File: src/design/frsq_pkg.sv
// Shared types, constants and single-precision helper functions for the rsqrt pipeline.
package frsq_pkg;

    localparam int NEWTON_STEPS = 3;
    localparam int MUL_LAT      = 4;
    localparam int ADD_LAT      = 6;
    localparam int TOTAL_LAT    = MUL_LAT + NEWTON_STEPS * (3 * MUL_LAT + ADD_LAT);

    localparam logic [31:0] MAGIC_GUESS = 32'h5f3759df;
    localparam logic [31:0] F_HALF      = 32'h3F000000;
    localparam logic [31:0] F_THREEHALF = 32'h3FC00000;
    localparam logic [31:0] F_QNAN      = 32'h7FC00000;
    localparam logic [31:0] F_INF       = 32'h7F800000;
    localparam logic [31:0] SIGN_BIT    = 32'h80000000;

    // Values riding alongside an item: half operand and current estimate.
    typedef struct packed {
        logic [31:0] h;
        logic [31:0] y;
    } t_side;

    typedef struct packed {
        logic [23:0]        m;
        logic signed [10:0] e;
    } t_unp;

    typedef struct packed {
        logic [47:0]        sig;
        logic signed [10:0] e;
    } t_norm;

    function automatic logic is_nan(logic [31:0] b);
        return (b[30:23] == 8'hFF) && (b[22:0] != 23'd0);
    endfunction

    function automatic logic is_inf(logic [31:0] b);
        return b[30:0] == F_INF[30:0];
    endfunction

    function automatic logic is_zero(logic [31:0] b);
        return b[30:0] == 31'd0;
    endfunction

    // Significand in [2^23, 2^24) plus effective biased exponent.
    function automatic t_unp fp_unpack(logic [31:0] b);
        t_unp       u;
        logic [4:0] lz;
        lz = 5'd0;
        for (int i = 0; i < 23; i++) begin
            if (b[i]) begin
                lz = 5'(23 - i);
            end
        end
        if (b[30:23] == 8'd0) begin
            u.m = {1'b0, b[22:0]} << lz;
            u.e = 11'sd1 - $signed({6'd0, lz});
        end else begin
            u.m = {1'b1, b[22:0]};
            u.e = $signed({3'd0, b[30:23]});
        end
        return u;
    endfunction

    // Shift into the subnormal range with sticky when the exponent is below one.
    function automatic t_norm fp_denorm(logic signed [10:0] e, logic [47:0] sig);
        t_norm       n;
        logic [10:0] sh;
        logic [47:0] msk;
        n.sig = sig;
        n.e   = e;
        sh    = 11'(11'sd1 - e);
        msk   = ~(48'hFFFF_FFFF_FFFF << sh[5:0]);
        if (e < 11'sd1) begin
            if (sh >= 11'd48) begin
                n.sig = 48'd1;
            end else begin
                n.sig = (sig >> sh[5:0]) | {47'd0, |(sig & msk)};
            end
            n.e = 11'sd1;
        end
        return n;
    endfunction

    // Round to nearest even and pack; sig carries 24 result bits over 24 guard bits.
    function automatic logic [31:0] fp_round(logic s, logic signed [10:0] e, logic [47:0] sig);
        logic [24:0]        mr;
        logic [23:0]        rem;
        logic signed [10:0] em1;
        logic [32:0]        bits;
        mr  = {1'b0, sig[47:24]};
        rem = sig[23:0];
        if (rem > 24'h800000 || (rem == 24'h800000 && sig[24])) begin
            mr = mr + 25'd1;
        end
        em1  = e - 11'sd1;
        bits = {2'd0, em1[7:0], 23'd0} + {8'd0, mr};
        if (bits >= {1'b0, F_INF}) begin
            return {s, F_INF[30:0]};
        end
        return {s, bits[30:0]};
    endfunction

endpackage

File: src/design/frsq_fmul.sv
// Four-stage single-precision multiplier with a sideband that travels with each item.
module frsq_fmul (
    input  logic                 i_clk,
    input  logic                 i_rst_n,
    input  logic                 i_valid,
    input  logic [31:0]          i_a,
    input  logic [31:0]          i_b,
    input  frsq_pkg::t_side      i_side,
    output logic                 o_valid,
    output logic [31:0]          o_res,
    output frsq_pkg::t_side      o_side
);

    logic [3:1] r_v;

    // stage 1: specials, unpack
    logic               r1_spc;
    logic [31:0]        r1_sval;
    logic               r1_s;
    frsq_pkg::t_unp     r1_ua, r1_ub;
    frsq_pkg::t_side    r1_side;
    // stage 2: product
    logic               r2_spc;
    logic [31:0]        r2_sval;
    logic               r2_s;
    logic [47:0]        r2_prod;
    logic signed [10:0] r2_e;
    frsq_pkg::t_side    r2_side;
    // stage 3: normalize, denormalize
    logic               r3_spc;
    logic [31:0]        r3_sval;
    logic               r3_s;
    logic               r3_ovf;
    frsq_pkg::t_norm    r3_n;
    frsq_pkg::t_side    r3_side;

    logic               n_s;
    logic               n_spc;
    logic [31:0]        n_sval;
    logic [47:0]        n_sig;
    logic signed [10:0] n_e;

    always_comb begin
        n_s    = i_a[31] ^ i_b[31];
        n_spc  = 1'b1;
        n_sval = frsq_pkg::F_QNAN;
        if (frsq_pkg::is_nan(i_a) || frsq_pkg::is_nan(i_b)) begin
            n_sval = frsq_pkg::F_QNAN;
        end else if (frsq_pkg::is_inf(i_a) || frsq_pkg::is_inf(i_b)) begin
            if (frsq_pkg::is_zero(i_a) || frsq_pkg::is_zero(i_b)) begin
                n_sval = frsq_pkg::F_QNAN;
            end else begin
                n_sval = {n_s, frsq_pkg::F_INF[30:0]};
            end
        end else if (frsq_pkg::is_zero(i_a) || frsq_pkg::is_zero(i_b)) begin
            n_sval = {n_s, 31'd0};
        end else begin
            n_spc = 1'b0;
        end
    end

    always_comb begin
        n_sig = r2_prod;
        n_e   = r2_e;
        if (!r2_prod[47]) begin
            n_sig = {r2_prod[46:0], 1'b0};
            n_e   = r2_e - 11'sd1;
        end
    end

    always_ff @(posedge i_clk) begin
        if (!i_rst_n) begin
            r_v     <= '0;
            o_valid <= 1'b0;
        end else begin
            r_v     <= {r_v[2:1], i_valid};
            o_valid <= r_v[3];
        end
    end

    always_ff @(posedge i_clk) begin
        r1_spc  <= n_spc;
        r1_sval <= n_sval;
        r1_s    <= n_s;
        r1_ua   <= frsq_pkg::fp_unpack(i_a);
        r1_ub   <= frsq_pkg::fp_unpack(i_b);
        r1_side <= i_side;

        r2_spc  <= r1_spc;
        r2_sval <= r1_sval;
        r2_s    <= r1_s;
        r2_prod <= 48'(r1_ua.m) * 48'(r1_ub.m);
        r2_e    <= r1_ua.e + r1_ub.e - 11'sd126;
        r2_side <= r1_side;

        r3_spc  <= r2_spc;
        r3_sval <= r2_sval;
        r3_s    <= r2_s;
        r3_ovf  <= n_e >= 11'sd255;
        r3_n    <= frsq_pkg::fp_denorm(n_e, n_sig);
        r3_side <= r2_side;

        if (r3_spc) begin
            o_res <= r3_sval;
        end else if (r3_ovf) begin
            o_res <= {r3_s, frsq_pkg::F_INF[30:0]};
        end else begin
            o_res <= frsq_pkg::fp_round(r3_s, r3_n.e, r3_n.sig);
        end
        o_side <= r3_side;
    end

endmodule

File: config.mk
export PLATFORM = sky130hd
export DESIGN_NAME = frsq_fmul
export DESIGN_NICKNAME = d
export VERILOG_FILES = /design/src/design/frsq_pkg.sv /design/src/design/frsq_fmul.sv
export SDC_FILE = /design/constraint.sdc
export NUM_CORES = 2
export LEC_CHECK = 0
export ABC_CLOCK_PERIOD_IN_PS = 8100
export BUFFER_PORTS_ARGS = -buffer_cell sky130_fd_sc_hd__buf_2
export CORE_ASPECT_RATIO = 0.6
export CORE_UTILIZATION = 63
export CTS_CLUSTER_SIZE = 30
export DETAILED_ROUTE_END_ITERATION = 12
export PLACE_DENSITY_LB_ADDON = 0.15
export SLEW_MARGIN = 40
export SYNTH_ARGS = -nofsm -noshare
export SYNTH_HDL_FRONTEND = slang
export SYNTH_SLANG_ARGS = --single-unit
File: constraint.sdc
create_clock -name i_clk -period 8.1 [get_ports i_clk]
set_input_delay 0.81 -clock i_clk [delete_from_list [all_inputs] [get_ports i_clk]]
set_output_delay 0.81 -clock i_clk [all_outputs]
set_load 0.01 [all_outputs]
==> results.cfg <==
[clocking]
cts_inserted_buffers = 43
tritoncts = yes
clk_latency_ns = 0.61
cts_buffer_depth = 3
post_cts_buffers = 0
root_buffer = clkbuf_16
clk_pin_slew_worst_paths_ns = 0.08
holdBufCountCts = 0
clock_sinks = 489
cts.htree.levels = 2

[critical_path]
worst_setup_path_start_kind = flop
path_max_fanout = 10
worstPathRequired_ns = 8.62
path_class = flop to flop
end_kind = flop
cp.arrival_ns = 8.31

[min_path]
hold_path_class = flop to flop

[global_route]
grt_pass1_wl_um = 185400
grt_overflow = 0
grt_antenna_before_repair = 2
grt_pass1_vias = 31380
gr-usage-all-layers_pct = 38.66
grt_max_degree = 62

[logic_synthesis]
synth_edf_count = 0
ys_seq_area_share_pct = 24.95
async_reset_ff_share_pct = 0
yosysUniqueCellTypes = 84
synth-seq-cells = 489
synth_area_per_cell_um2 = 9.053
synth_ff_type = dfxtp_1
synth_area_um2 = 39240
syn_inst = 4335
syn-num-nets = 5154
yosysWarningCount = 0

[routing]
drt_iter0_markers = 3745
vias = 31978
finalWirelength_um = 120800
ant_nets = 0
detail_route.wl_per_cell_um = 22.63
drt_pass1_iterations = 7
drc = 0
routed_via_density = 5.992

[die]
die_y_um = 195.3
ios = 228
initial_core_util_pct = 64.10
rows = 70
die_area_um2 = 63330
coreArea_um2 = 61220
die_w_um = 324.2

[sta]
tns_ns = 0
setup_violations = 0
skew_ns = 0.03702
timing.final.crit_share_pct = 96.18
hold_violations = 0
slew_viol_final = 0
relSlewSlack_pct = 36.58
final.min_clock_period_ns = 7.790
tightest_slew_ns = 0.9499
rsz0062_at_grt = false
fmax_ghz = 0.1284

[cells_and_area]
num-nets-final = 5295
design_area_um2 = 42780
drive_above_1_share_pct = 10.78
syn_to_final_growth_pct = 9.004

[run_status]
outcome = completed

[placed_design]
dp_hpwl_um = 93980
gp_congestion = 1.049
dpl_cell_area_um2 = 41350
io_buffers = 227

[flow_run]
drv_cap = 0
metal layers:
layer | part of all wire [%] | GRT usage [%]
met5 | 0.011 | 0.3831
met4 | 1.6 | 6.709
met3 | 17 | 18.96
met2 | 38 | 49.52
met1 | 44 | 58.24
area by class of cell:
cell class              count  area (um^2)
multi-input cells        2977        26210
fillers                  4822        18440
flip-flops and latches    489         9803
inverters                 628         2357
repair buffers            337         1959
clock buffers              54         1187
well taps                 828         1036
clock inverters            23        221.5
diodes                      1        2.502
sequential cells by signal (all words and copies together), names as in the netlist, 3 cells and up:
signal / flops
r1_sval: 3
r3_side: 64
r3_sval: 3
o_res: 32
r1_ua: 33
r_v: 3
o_side: 64
r1_ub: 33
r2_side: 64
r3_n: 56
r2_e: 11
r2_sval: 3
r1_side: 64
r2_prod: 48
final timing paths:
kind / to / slack [ns] / depth (start not counted) / from
max: r2_prod[46] / 0.31 / 23 / r1_ub[12]
max reg2reg: r2_prod[46] / 0.31 / 23 / r1_ub[12]
min: o_side[21] / 0.31 / 0 / r3_side[21]
min reg2reg: o_side[21] / 0.31 / 0 / r3_side[21]
cell families (layout without fill, tap and decap cells):
group                    count (synthesis)  count (layout)  share of synthesized area, %
other                                    0               1                             0
flip-flops                             489             489                         24.95
AO/OA/AOI/OAI                          676             676                         11.37
buffers and inverters                  869            1042                         8.395
adder cells (fa/ha/maj)                689             689                         31.22
AND/OR/NAND/NOR                       1305            1305                         16.28
multiplexers                           215             215                         5.733
XOR/XNOR                                92              92                         2.053
critical path: stages, from the launching register on:
cell and delay (ns):
dfxtp_1 0.59, buf_4 0.30, and2_1 0.23, fa_1 0.47
fa_1 0.55, inv_1 0.06, fa_1 0.51, fa_1 0.51
inv_1 0.06, fa_1 0.52, fa_1 0.51, inv_1 0.05
fa_1 0.47, inv_1 0.05, ha_1 0.32, o21ai_0 0.16
a211oi_1 0.15, a31oi_1 0.22, o311ai_0 0.27, o21ai_1 0.36
a41oi_1 0.32, a221o_1 0.48, a311oi_1 0.38, xnor2_1 0.17
Yosys cell counts, types with 10 or more instances:
master	count	share of area, %
a2111oi_0	11	0.25
o32a_1	10	0.26
nand2b_1	27	0.43
o21ai_0	133	1.7
o21a_1	13	0.25
buf_2	23	0.29
mux2_2	28	0.80
and3_1	32	0.51
or4_1	16	0.31
o21bai_1	15	0.29
o211ai_1	17	0.33
buf_1	22	0.21
xnor2_1	57	1.3
nor2_1	227	2.2
a21o_1	38	0.73
and2_1	311	5.0
nand4_1	23	0.37
o22ai_1	54	0.86
o31ai_1	15	0.29
clkbuf_1	195	1.9
nand3_1	77	0.98
mux2i_1	182	4.6
a41oi_1	10	0.22
fa_1	484	25
dfxtp_1	489	25
nand2_1	464	4.4
a31oi_1	35	0.56
nor4_1	27	0.43
nor3_1	41	0.52
a21oi_1	158	2.0
ha_1	204	6.5
xor2_1	35	0.78
inv_1	620	5.9
nor2b_1	17	0.27
a211oi_1	40	0.77
per-stage QoR:
step	cells	setup slack (ns)	utilization, %	hold WS, ns
after detailed placement	5259	0.4739	67.55	0.3121
after floorplan	4335	1.227	-	0.3096
after CTS	5336	0.3767	69.85	0.2883
after global placement	5256	0.5872	67.46	0.3096
after global routing	5336	0.01425	69.87	0.2893
final	5337	0.3096	69.87	0.3060
layout by cell type (no fill, tap or decap), types with 32 or more instances in the layout:
master | netlist | final
o22ai_1 | 54 | 54
buf_4 | 1 | 107
clkbuf_16 | 0 | 43
xor2_1 | 35 | 35
nor2_1 | 227 | 226
xnor2_1 | 57 | 57
a31oi_1 | 35 | 35
fa_1 | 484 | 484
and2_1 | 311 | 310
mux2i_1 | 182 | 182
a21oi_1 | 158 | 158
nand2_1 | 464 | 464
inv_1 | 620 | 619
nand3_1 | 77 | 77
o21ai_0 | 133 | 132
ha_1 | 204 | 203
nor3_1 | 41 | 41
dfxtp_1 | 489 | 480
and3_1 | 32 | 32
a211oi_1 | 40 | 40
buf_2 | 23 | 229
a21o_1 | 38 | 38
what timing repair did:
item                       4_1_cts  5_1_grt
hold endpoints to repair         0        0
resized for setup                0        4
setup endpoints to repair        0        2
Power is left out: the tool's default activity adds up to more than one toggle a clock period on the data nets, which glitch-free logic cannot reach.
