## src/design/frsq_pkg.sv

```systemverilog
// Shared types, constants and single-precision helper functions for the rsqrt pipeline.
package frsq_pkg;

    localparam int NEWTON_STEPS = 3;
    localparam int MUL_LAT      = 4;
    localparam int ADD_LAT      = 6;
    localparam int TOTAL_LAT    = MUL_LAT + NEWTON_STEPS * (3 * MUL_LAT + ADD_LAT);

    localparam logic [31:0] MAGIC_GUESS = 32'h5f3759df;
    localparam logic [31:0] F_HALF      = 32'h3F000000;
    localparam logic [31:0] F_THREEHALF = 32'h3FC00000;
    localparam logic [31:0] F_QNAN      = 32'h7FC00000;
    localparam logic [31:0] F_INF       = 32'h7F800000;
    localparam logic [31:0] SIGN_BIT    = 32'h80000000;

    // Values riding alongside an item: half operand and current estimate.
    typedef struct packed {
        logic [31:0] h;
        logic [31:0] y;
    } t_side;

    typedef struct packed {
        logic [23:0]        m;
        logic signed [10:0] e;
    } t_unp;

    typedef struct packed {
        logic [47:0]        sig;
        logic signed [10:0] e;
    } t_norm;

    function automatic logic is_nan(logic [31:0] b);
        return (b[30:23] == 8'hFF) && (b[22:0] != 23'd0);
    endfunction

    function automatic logic is_inf(logic [31:0] b);
        return b[30:0] == F_INF[30:0];
    endfunction

    function automatic logic is_zero(logic [31:0] b);
        return b[30:0] == 31'd0;
    endfunction

    // Significand in [2^23, 2^24) plus effective biased exponent.
    function automatic t_unp fp_unpack(logic [31:0] b);
        t_unp       u;
        logic [4:0] lz;
        lz = 5'd0;
        for (int i = 0; i < 23; i++) begin
            if (b[i]) begin
                lz = 5'(23 - i);
            end
        end
        if (b[30:23] == 8'd0) begin
            u.m = {1'b0, b[22:0]} << lz;
            u.e = 11'sd1 - $signed({6'd0, lz});
        end else begin
            u.m = {1'b1, b[22:0]};
            u.e = $signed({3'd0, b[30:23]});
        end
        return u;
    endfunction

    // Shift into the subnormal range with sticky when the exponent is below one.
    function automatic t_norm fp_denorm(logic signed [10:0] e, logic [47:0] sig);
        t_norm       n;
        logic [10:0] sh;
        logic [47:0] msk;
        n.sig = sig;
        n.e   = e;
        sh    = 11'(11'sd1 - e);
        msk   = ~(48'hFFFF_FFFF_FFFF << sh[5:0]);
        if (e < 11'sd1) begin
            if (sh >= 11'd48) begin
                n.sig = 48'd1;
            end else begin
                n.sig = (sig >> sh[5:0]) | {47'd0, |(sig & msk)};
            end
            n.e = 11'sd1;
        end
        return n;
    endfunction

    // Round to nearest even and pack; sig carries 24 result bits over 24 guard bits.
    function automatic logic [31:0] fp_round(logic s, logic signed [10:0] e, logic [47:0] sig);
        logic [24:0]        mr;
        logic [23:0]        rem;
        logic signed [10:0] em1;
        logic [32:0]        bits;
        mr  = {1'b0, sig[47:24]};
        rem = sig[23:0];
        if (rem > 24'h800000 || (rem == 24'h800000 && sig[24])) begin
            mr = mr + 25'd1;
        end
        em1  = e - 11'sd1;
        bits = {2'd0, em1[7:0], 23'd0} + {8'd0, mr};
        if (bits >= {1'b0, F_INF}) begin
            return {s, F_INF[30:0]};
        end
        return {s, bits[30:0]};
    endfunction

endpackage

```

## src/design/frsq_fadd.sv

```systemverilog
// Six-stage single-precision adder with a sideband that travels with each item.
module frsq_fadd (
    input  logic                 i_clk,
    input  logic                 i_rst_n,
    input  logic                 i_valid,
    input  logic [31:0]          i_a,
    input  logic [31:0]          i_b,
    input  frsq_pkg::t_side      i_side,
    output logic                 o_valid,
    output logic [31:0]          o_res,
    output frsq_pkg::t_side      o_side
);

    logic [5:1] r_v;

    // stage 1: specials, unpack, order by magnitude
    logic               r1_spc;
    logic [31:0]        r1_sval;
    logic               r1_sa, r1_sb;
    logic [23:0]        r1_ma, r1_mb;
    logic signed [10:0] r1_ea;
    logic [10:0]        r1_d;
    frsq_pkg::t_side    r1_side;
    // stage 2: align
    logic               r2_spc;
    logic [31:0]        r2_sval;
    logic               r2_sa, r2_eff_sub;
    logic [53:0]        r2_xa, r2_xb;
    logic signed [10:0] r2_ea;
    frsq_pkg::t_side    r2_side;
    // stage 3: add or subtract
    logic               r3_spc;
    logic [31:0]        r3_sval;
    logic               r3_sa;
    logic [54:0]        r3_r;
    logic signed [10:0] r3_ea;
    frsq_pkg::t_side    r3_side;
    // stage 4: leading one
    logic               r4_spc;
    logic [31:0]        r4_sval;
    logic               r4_sa;
    logic [54:0]        r4_r;
    logic [5:0]         r4_p;
    logic signed [10:0] r4_ea;
    frsq_pkg::t_side    r4_side;
    // stage 5: normalize, denormalize
    logic               r5_spc;
    logic [31:0]        r5_sval;
    logic               r5_sa;
    logic               r5_ovf;
    frsq_pkg::t_norm    r5_n;
    frsq_pkg::t_side    r5_side;

    frsq_pkg::t_unp     n_ua, n_ub;
    logic               n_spc;
    logic [31:0]        n_sval;
    logic               n_swap;
    logic [53:0]        n_xb;
    logic [53:0]        n_msk;
    logic [5:0]         n_p;
    logic [54:0]        n_rn;
    logic [54:0]        n_lmsk;
    logic [5:0]         n_sh;
    logic signed [10:0] n_e;

    // special operands
    always_comb begin
        n_ua   = frsq_pkg::fp_unpack(i_a);
        n_ub   = frsq_pkg::fp_unpack(i_b);
        n_swap = (n_ub.e > n_ua.e) || (n_ub.e == n_ua.e && n_ub.m > n_ua.m);
        n_spc  = 1'b1;
        n_sval = frsq_pkg::F_QNAN;
        if (frsq_pkg::is_nan(i_a) || frsq_pkg::is_nan(i_b)) begin
            n_sval = frsq_pkg::F_QNAN;
        end else if (frsq_pkg::is_inf(i_a)) begin
            n_sval = (frsq_pkg::is_inf(i_b) && i_a[31] != i_b[31]) ? frsq_pkg::F_QNAN : i_a;
        end else if (frsq_pkg::is_inf(i_b)) begin
            n_sval = i_b;
        end else if (frsq_pkg::is_zero(i_a) && frsq_pkg::is_zero(i_b)) begin
            n_sval = {i_a[31] & i_b[31], 31'd0};
        end else if (frsq_pkg::is_zero(i_a)) begin
            n_sval = i_b;
        end else if (frsq_pkg::is_zero(i_b)) begin
            n_sval = i_a;
        end else begin
            n_spc = 1'b0;
        end
    end

    // alignment shift with sticky
    always_comb begin
        n_msk = ~(54'h3F_FFFF_FFFF_FFFF << r1_d[5:0]);
        if (r1_d >= 11'd54) begin
            n_xb = 54'd1;
        end else begin
            n_xb = ({r1_mb, 30'd0} >> r1_d[5:0]) | {53'd0, |({r1_mb, 30'd0} & n_msk)};
        end
    end

    // leading one position
    always_comb begin
        n_p = 6'd0;
        for (int i = 0; i < 55; i++) begin
            if (r3_r[i]) begin
                n_p = 6'(i);
            end
        end
    end

    // bring the leading one to bit 47
    always_comb begin
        n_sh   = 6'd0;
        n_lmsk = '0;
        if (r4_p > 6'd47) begin
            n_sh   = r4_p - 6'd47;
            n_lmsk = ~(55'h7F_FFFF_FFFF_FFFF << n_sh);
            n_rn   = (r4_r >> n_sh) | {54'd0, |(r4_r & n_lmsk)};
        end else begin
            n_rn = r4_r << (6'd47 - r4_p);
        end
        n_e = r4_ea + $signed({5'd0, r4_p}) - 11'sd53;
    end

    always_ff @(posedge i_clk) begin
        if (!i_rst_n) begin
            r_v     <= '0;
            o_valid <= 1'b0;
        end else begin
            r_v     <= {r_v[4:1], i_valid};
            o_valid <= r_v[5];
        end
    end

    always_ff @(posedge i_clk) begin
        r1_spc  <= n_spc;
        r1_sval <= n_sval;
        r1_side <= i_side;
        if (n_swap) begin
            r1_sa <= i_b[31];
            r1_sb <= i_a[31];
            r1_ma <= n_ub.m;
            r1_mb <= n_ua.m;
            r1_ea <= n_ub.e;
            r1_d  <= 11'(n_ub.e - n_ua.e);
        end else begin
            r1_sa <= i_a[31];
            r1_sb <= i_b[31];
            r1_ma <= n_ua.m;
            r1_mb <= n_ub.m;
            r1_ea <= n_ua.e;
            r1_d  <= 11'(n_ua.e - n_ub.e);
        end

        r2_spc     <= r1_spc;
        r2_sval    <= r1_sval;
        r2_sa      <= r1_sa;
        r2_eff_sub <= r1_sa != r1_sb;
        r2_xa      <= {r1_ma, 30'd0};
        r2_xb      <= n_xb;
        r2_ea      <= r1_ea;
        r2_side    <= r1_side;

        r3_spc  <= r2_spc;
        r3_sval <= r2_sval;
        r3_sa   <= r2_sa;
        r3_r    <= r2_eff_sub ? {1'b0, r2_xa} - {1'b0, r2_xb} : {1'b0, r2_xa} + {1'b0, r2_xb};
        r3_ea   <= r2_ea;
        r3_side <= r2_side;

        // exact cancellation gives +0
        r4_spc  <= r3_spc || (r3_r == 55'd0);
        r4_sval <= r3_spc ? r3_sval : 32'd0;
        r4_sa   <= r3_sa;
        r4_r    <= r3_r;
        r4_p    <= n_p;
        r4_ea   <= r3_ea;
        r4_side <= r3_side;

        r5_spc  <= r4_spc;
        r5_sval <= r4_sval;
        r5_sa   <= r4_sa;
        r5_ovf  <= n_e >= 11'sd255;
        r5_n    <= frsq_pkg::fp_denorm(n_e, n_rn[47:0]);
        r5_side <= r4_side;

        if (r5_spc) begin
            o_res <= r5_sval;
        end else if (r5_ovf) begin
            o_res <= {r5_sa, frsq_pkg::F_INF[30:0]};
        end else begin
            o_res <= frsq_pkg::fp_round(r5_sa, r5_n.e, r5_n.sig);
        end
        o_side <= r5_side;
    end

endmodule

```

## config.mk

```make
export PLATFORM = sky130hd
export DESIGN_NAME = frsq_fadd
export DESIGN_NICKNAME = d
export VERILOG_FILES = /design/src/design/frsq_pkg.sv /design/src/design/frsq_fadd.sv
export SDC_FILE = /design/constraint.sdc
export NUM_CORES = 2
export LEC_CHECK = 0
export BUFFER_PORTS_ARGS = -buffer_cell sky130_fd_sc_hd__buf_4
export CORE_UTILIZATION = 38
export CTS_CLUSTER_DIAMETER = 80
export DETAILED_ROUTE_END_ITERATION = 10
export GPL_ROUTABILITY_DRIVEN = 0
export PLACE_DENSITY_LB_ADDON = 0.25
export RECOVER_POWER = 100
export SLEW_MARGIN = 20
export SYNTH_ARGS = -nofsm -noshare
export SYNTH_HDL_FRONTEND = slang
export SYNTH_SLANG_ARGS = --single-unit
```

## constraint.sdc

```tcl
create_clock -name i_clk -period 9.25 [get_ports i_clk]
set_input_delay 0.925 -clock i_clk [delete_from_list [all_inputs] [get_ports i_clk]]
set_output_delay 0.925 -clock i_clk [all_outputs]
set_load 0.01 [all_outputs]
```

==> metrics.csv <==
stage,metric,value,unit
critical_path,Crit path required time,9.89,ns
place,DP Wirelength,116,mm
critical_path,Startpoint Class,input pin,
critical_path,WS Path Type,input pin to flop,
timing,setup tns final,0,ns
global_routing,GRT overflow,0,
clocking,CTS tree,done,
pwr,Pwr Density,344,mW/mm^2
final_layout,# fillers,11700,
clocking,clock buffer depth,3,
final_layout,diodes inserted,0,
clocking,Post CTS Setup Buffer Count,0,
clocking,Clock Pin Slew Worst Setup and Hold Paths,0.06,ns
clocking,clock latency on the worst-skew pair,0.71,ns
timing,f_max,125,MHz
timing,Final Hold Vio Count,0,
timing,"Setup violations, final",0,
critical_path,R2R setup slack,1.30,ns
yosys,sequential area share after synthesis,0.409,
die,die area,0.122,sq mm
yosys,asr flop ratio synth,0,
place,PortBufs,227,
clocking,Post-CTS Resized,0,
yosys,largest cells by area after synthesis,"dfxtp_1 (41%), mux4_2 (5.5%), mux2i_1 (5.2%), mux2_2 (4.2%), nor2_1 (3.6%)",
clocking,CTS H-tree lvls,3,
detailed_routing,Routed WL,157,mm
final_layout,area used by multi-input combinational logic,0.0251,sq mm
timing,Worst Max-Slew Pin Slew,3.31,ns
final_layout,Layout Nets,5191,
run_status,outcome,"complete, but fails checks",
timing,Tmin final,7.98,ns
die,Die Width,350,um
yosys,cell area after synthesis,0.0460,sq mm
critical_path,Critical Path AT,8.62,ns
run_status,failing checks,"max-capacitance violations, max-slew violations",
timing,worst rel slew slack,-1.21,
detailed_routing,initial detailed-routing violation count,5487,
detailed_routing,DR vias,40000,
final_layout,"commonest non-fill, non-tap cell in the layout",dfxtp_1,
timing,Fin Hold WS,0.284,ns
yosys,Syn Area/Cell,9.46,sq um
detailed_routing,drc violations,0,
global_routing,Overall Global Routing Usage,0.247,
final_layout,"commonest non-fill, non-tap cells in the layout","dfxtp_1 (937), nor2_1 (436), nand2_1 (350), a21oi_1 (286), mux2i_1 (237)",
detailed_routing,WL/cell,23.7,um
clocking,clk root buf,clkbuf_16,
clocking,number of clock sinks,940,
global_routing,first-pass GRT wire length,232,mm
yosys,leading area contributor after synthesis,dfxtp_1,
yosys,YS warnings,0,
final_layout,Area Overhead vs Synth,12.7,%
yosys,share of the synthesized area in the top cell type,0.409,
timing,unrepaired setup endpoints after global routing,no,
timing,Fin Clk Skew,0.0928,ns
yosys,"Top FF cell, synth",dfxtp_1,
clocking,hold buffers post-CTS,0,
die,io pins,228,
detailed_routing,final antenna-violating net count,0,
global_routing,largest net degree at the start of global routing,87,
pwr,maximum vdd ir drop,0.000282,V
yosys,Post-synth EDFFs,0,
die,Core Box Area,0.120,sq mm
yosys,Syn Nets,5121,
critical_path,Worst Path Max Fanout,53,
final_layout,Reg area,0.0188,sq mm
die,die height,350,um
run,maxcap violations,2,
global_routing,vias in the first global route,36900,
die,Initial Utilization,0.383,
global_routing,antenna violations before repair,5,
yosys,Synth Register Bits,940,
clocking,CTS Buf Count,95,
final_layout,layout cell share with drive strength beyond 1,0.140,
timing,Final Max Tran Viols,129,
min_path,Hold Crit Class,flop to flop,
detailed_routing,Vias/cell,6.04,
timing,final worst-path cycle share,0.863,
yosys,Syn Inst Count,4863,
pwr,static leakage,0.0205,uW
detailed_routing,drt pass-1 iters,8,
critical_path,Worst setup EP type,flop,
yosys,Netlist cell types,104,
die,row cnt,127,
cell usage after synthesis, types with 19 or more instances:
master       n
o21a_1      21
and3_1      36
buf_4       21
mux4_2     113
a21o_1      42
nand4_1     37
a22o_1      23
o31ai_1     37
mux2_2     172
xor2_1      32
nor2_1     438
xnor2_1     70
mux2i_1    238
buf_2       27
nand2_1    351
clkbuf_1   215
a211o_1     20
or4_1       19
nand3_1     99
nor3_1     100
a31oi_1     38
inv_1      179
nor4_1      47
ha_1       122
dfxtp_1    940
buf_1       41
o221ai_1    27
nand2b_1    42
or3_1       29
o21ai_0    231
and2_1      70
a22oi_1     40
a211oi_1    73
a21oi_1    286
a2111oi_0   19
o22a_1      26
o211ai_1    41
o22ai_1     74
nor2b_1     40
a221oi_1    43
logic make-up after synthesis:
group / share of synthesized area
and+or+nand+nor: 0.140
adders and majority gates: 0.0358
buffers and inverters: 0.0469
muxes: 0.157
xor gates and xnor gates: 0.0201
DFF: 0.409
AOI/OAI and AO/OA: 0.191
worst max-delay path, cell delays in order:
cell and delay [ns]:
clkbuf_1 0.12, or4_1 0.52, nor4_1 0.35, nor2b_1 0.18, clkbuf_1 1.05, nand2_1 0.63, nor2_2 0.21, clkbuf_1 1.04
inv_1 0.55, ha_1 0.49, nand4_1 0.11, nor3_1 0.39, nand2_1 0.13, o2111a_1 0.22, nor2_4 0.23, clkbuf_2 0.91
o21ai_0 0.28, o2bb2ai_1 0.22
state kept, by name (all words and copies together), names as in the netlist, 54 cells and up:
name and count:
r1_side 64, r4_side 64, r3_r 55, r2_side 64, o_side 64, r4_r 55
r3_side 64, r2_xb 54, r5_n 56, r5_side 64
power breakdown:
part	total, uW	internal, uW	leakage, uW	switching, uW
clock network	3960	2320	0.00164	1630
logic	8740	3160	0.0110	5580
registers	5160	4580	0.00783	572
area by class of cell:
class / count / share of cell area
clock inverters: 44 / 0.0127
well taps: 1612 / 0.0389
inverters: 190 / 0.0138
clock buffers: 132 / 0.0526
repair buffers: 293 / 0.0345
multi-input cells: 3413 / 0.485
flip-flops and latches: 940 / 0.363
worst paths after layout:
path	cells after the start	to	from
setup / recovery	18	r1_mb[18]$_DFF_P_	i_b[27]
hold / removal	0	r4_side[37]$_DFF_P_	r3_side[37]$_DFF_P_
setup reg to reg	14	r5_n[15]$_DFF_P_	r4_p[0]$_SDFF_PP0_
hold reg to reg	0	r4_side[37]$_DFF_P_	r3_side[37]$_DFF_P_
layer usage:
metal,share of wire,vias up,GRT usage
li1,-,18000,-
met1,0.40,18800,0.318
met2,0.43,2529,0.377
met3,0.10,625,0.0604
met4,0.064,8,0.137
met5,0.00035,-,0
per-stage QoR:
| step | worst slack [ns] | util | cell area (sq um) | std cells | total power, uW |
|---|---|---|---|---|---|
| after global placement | 1.66 | 0.408 | 48900 | 6448 | 13500 |
| after detailed placement | 1.67 | 0.408 | 48900 | 6448 | 13500 |
| after floorplan | 2.63 | - | 46000 | 4863 | 10700 |
| after CTS | 2.37 | 0.436 | 52300 | 6624 | 17500 |
| final | 1.27 | 0.432 | 51800 | 6624 | 17800 |
| after global routing | 0.949 | 0.432 | 51800 | 6624 | 18500 |
Note: power is estimated with default switching activity, not from simulation.
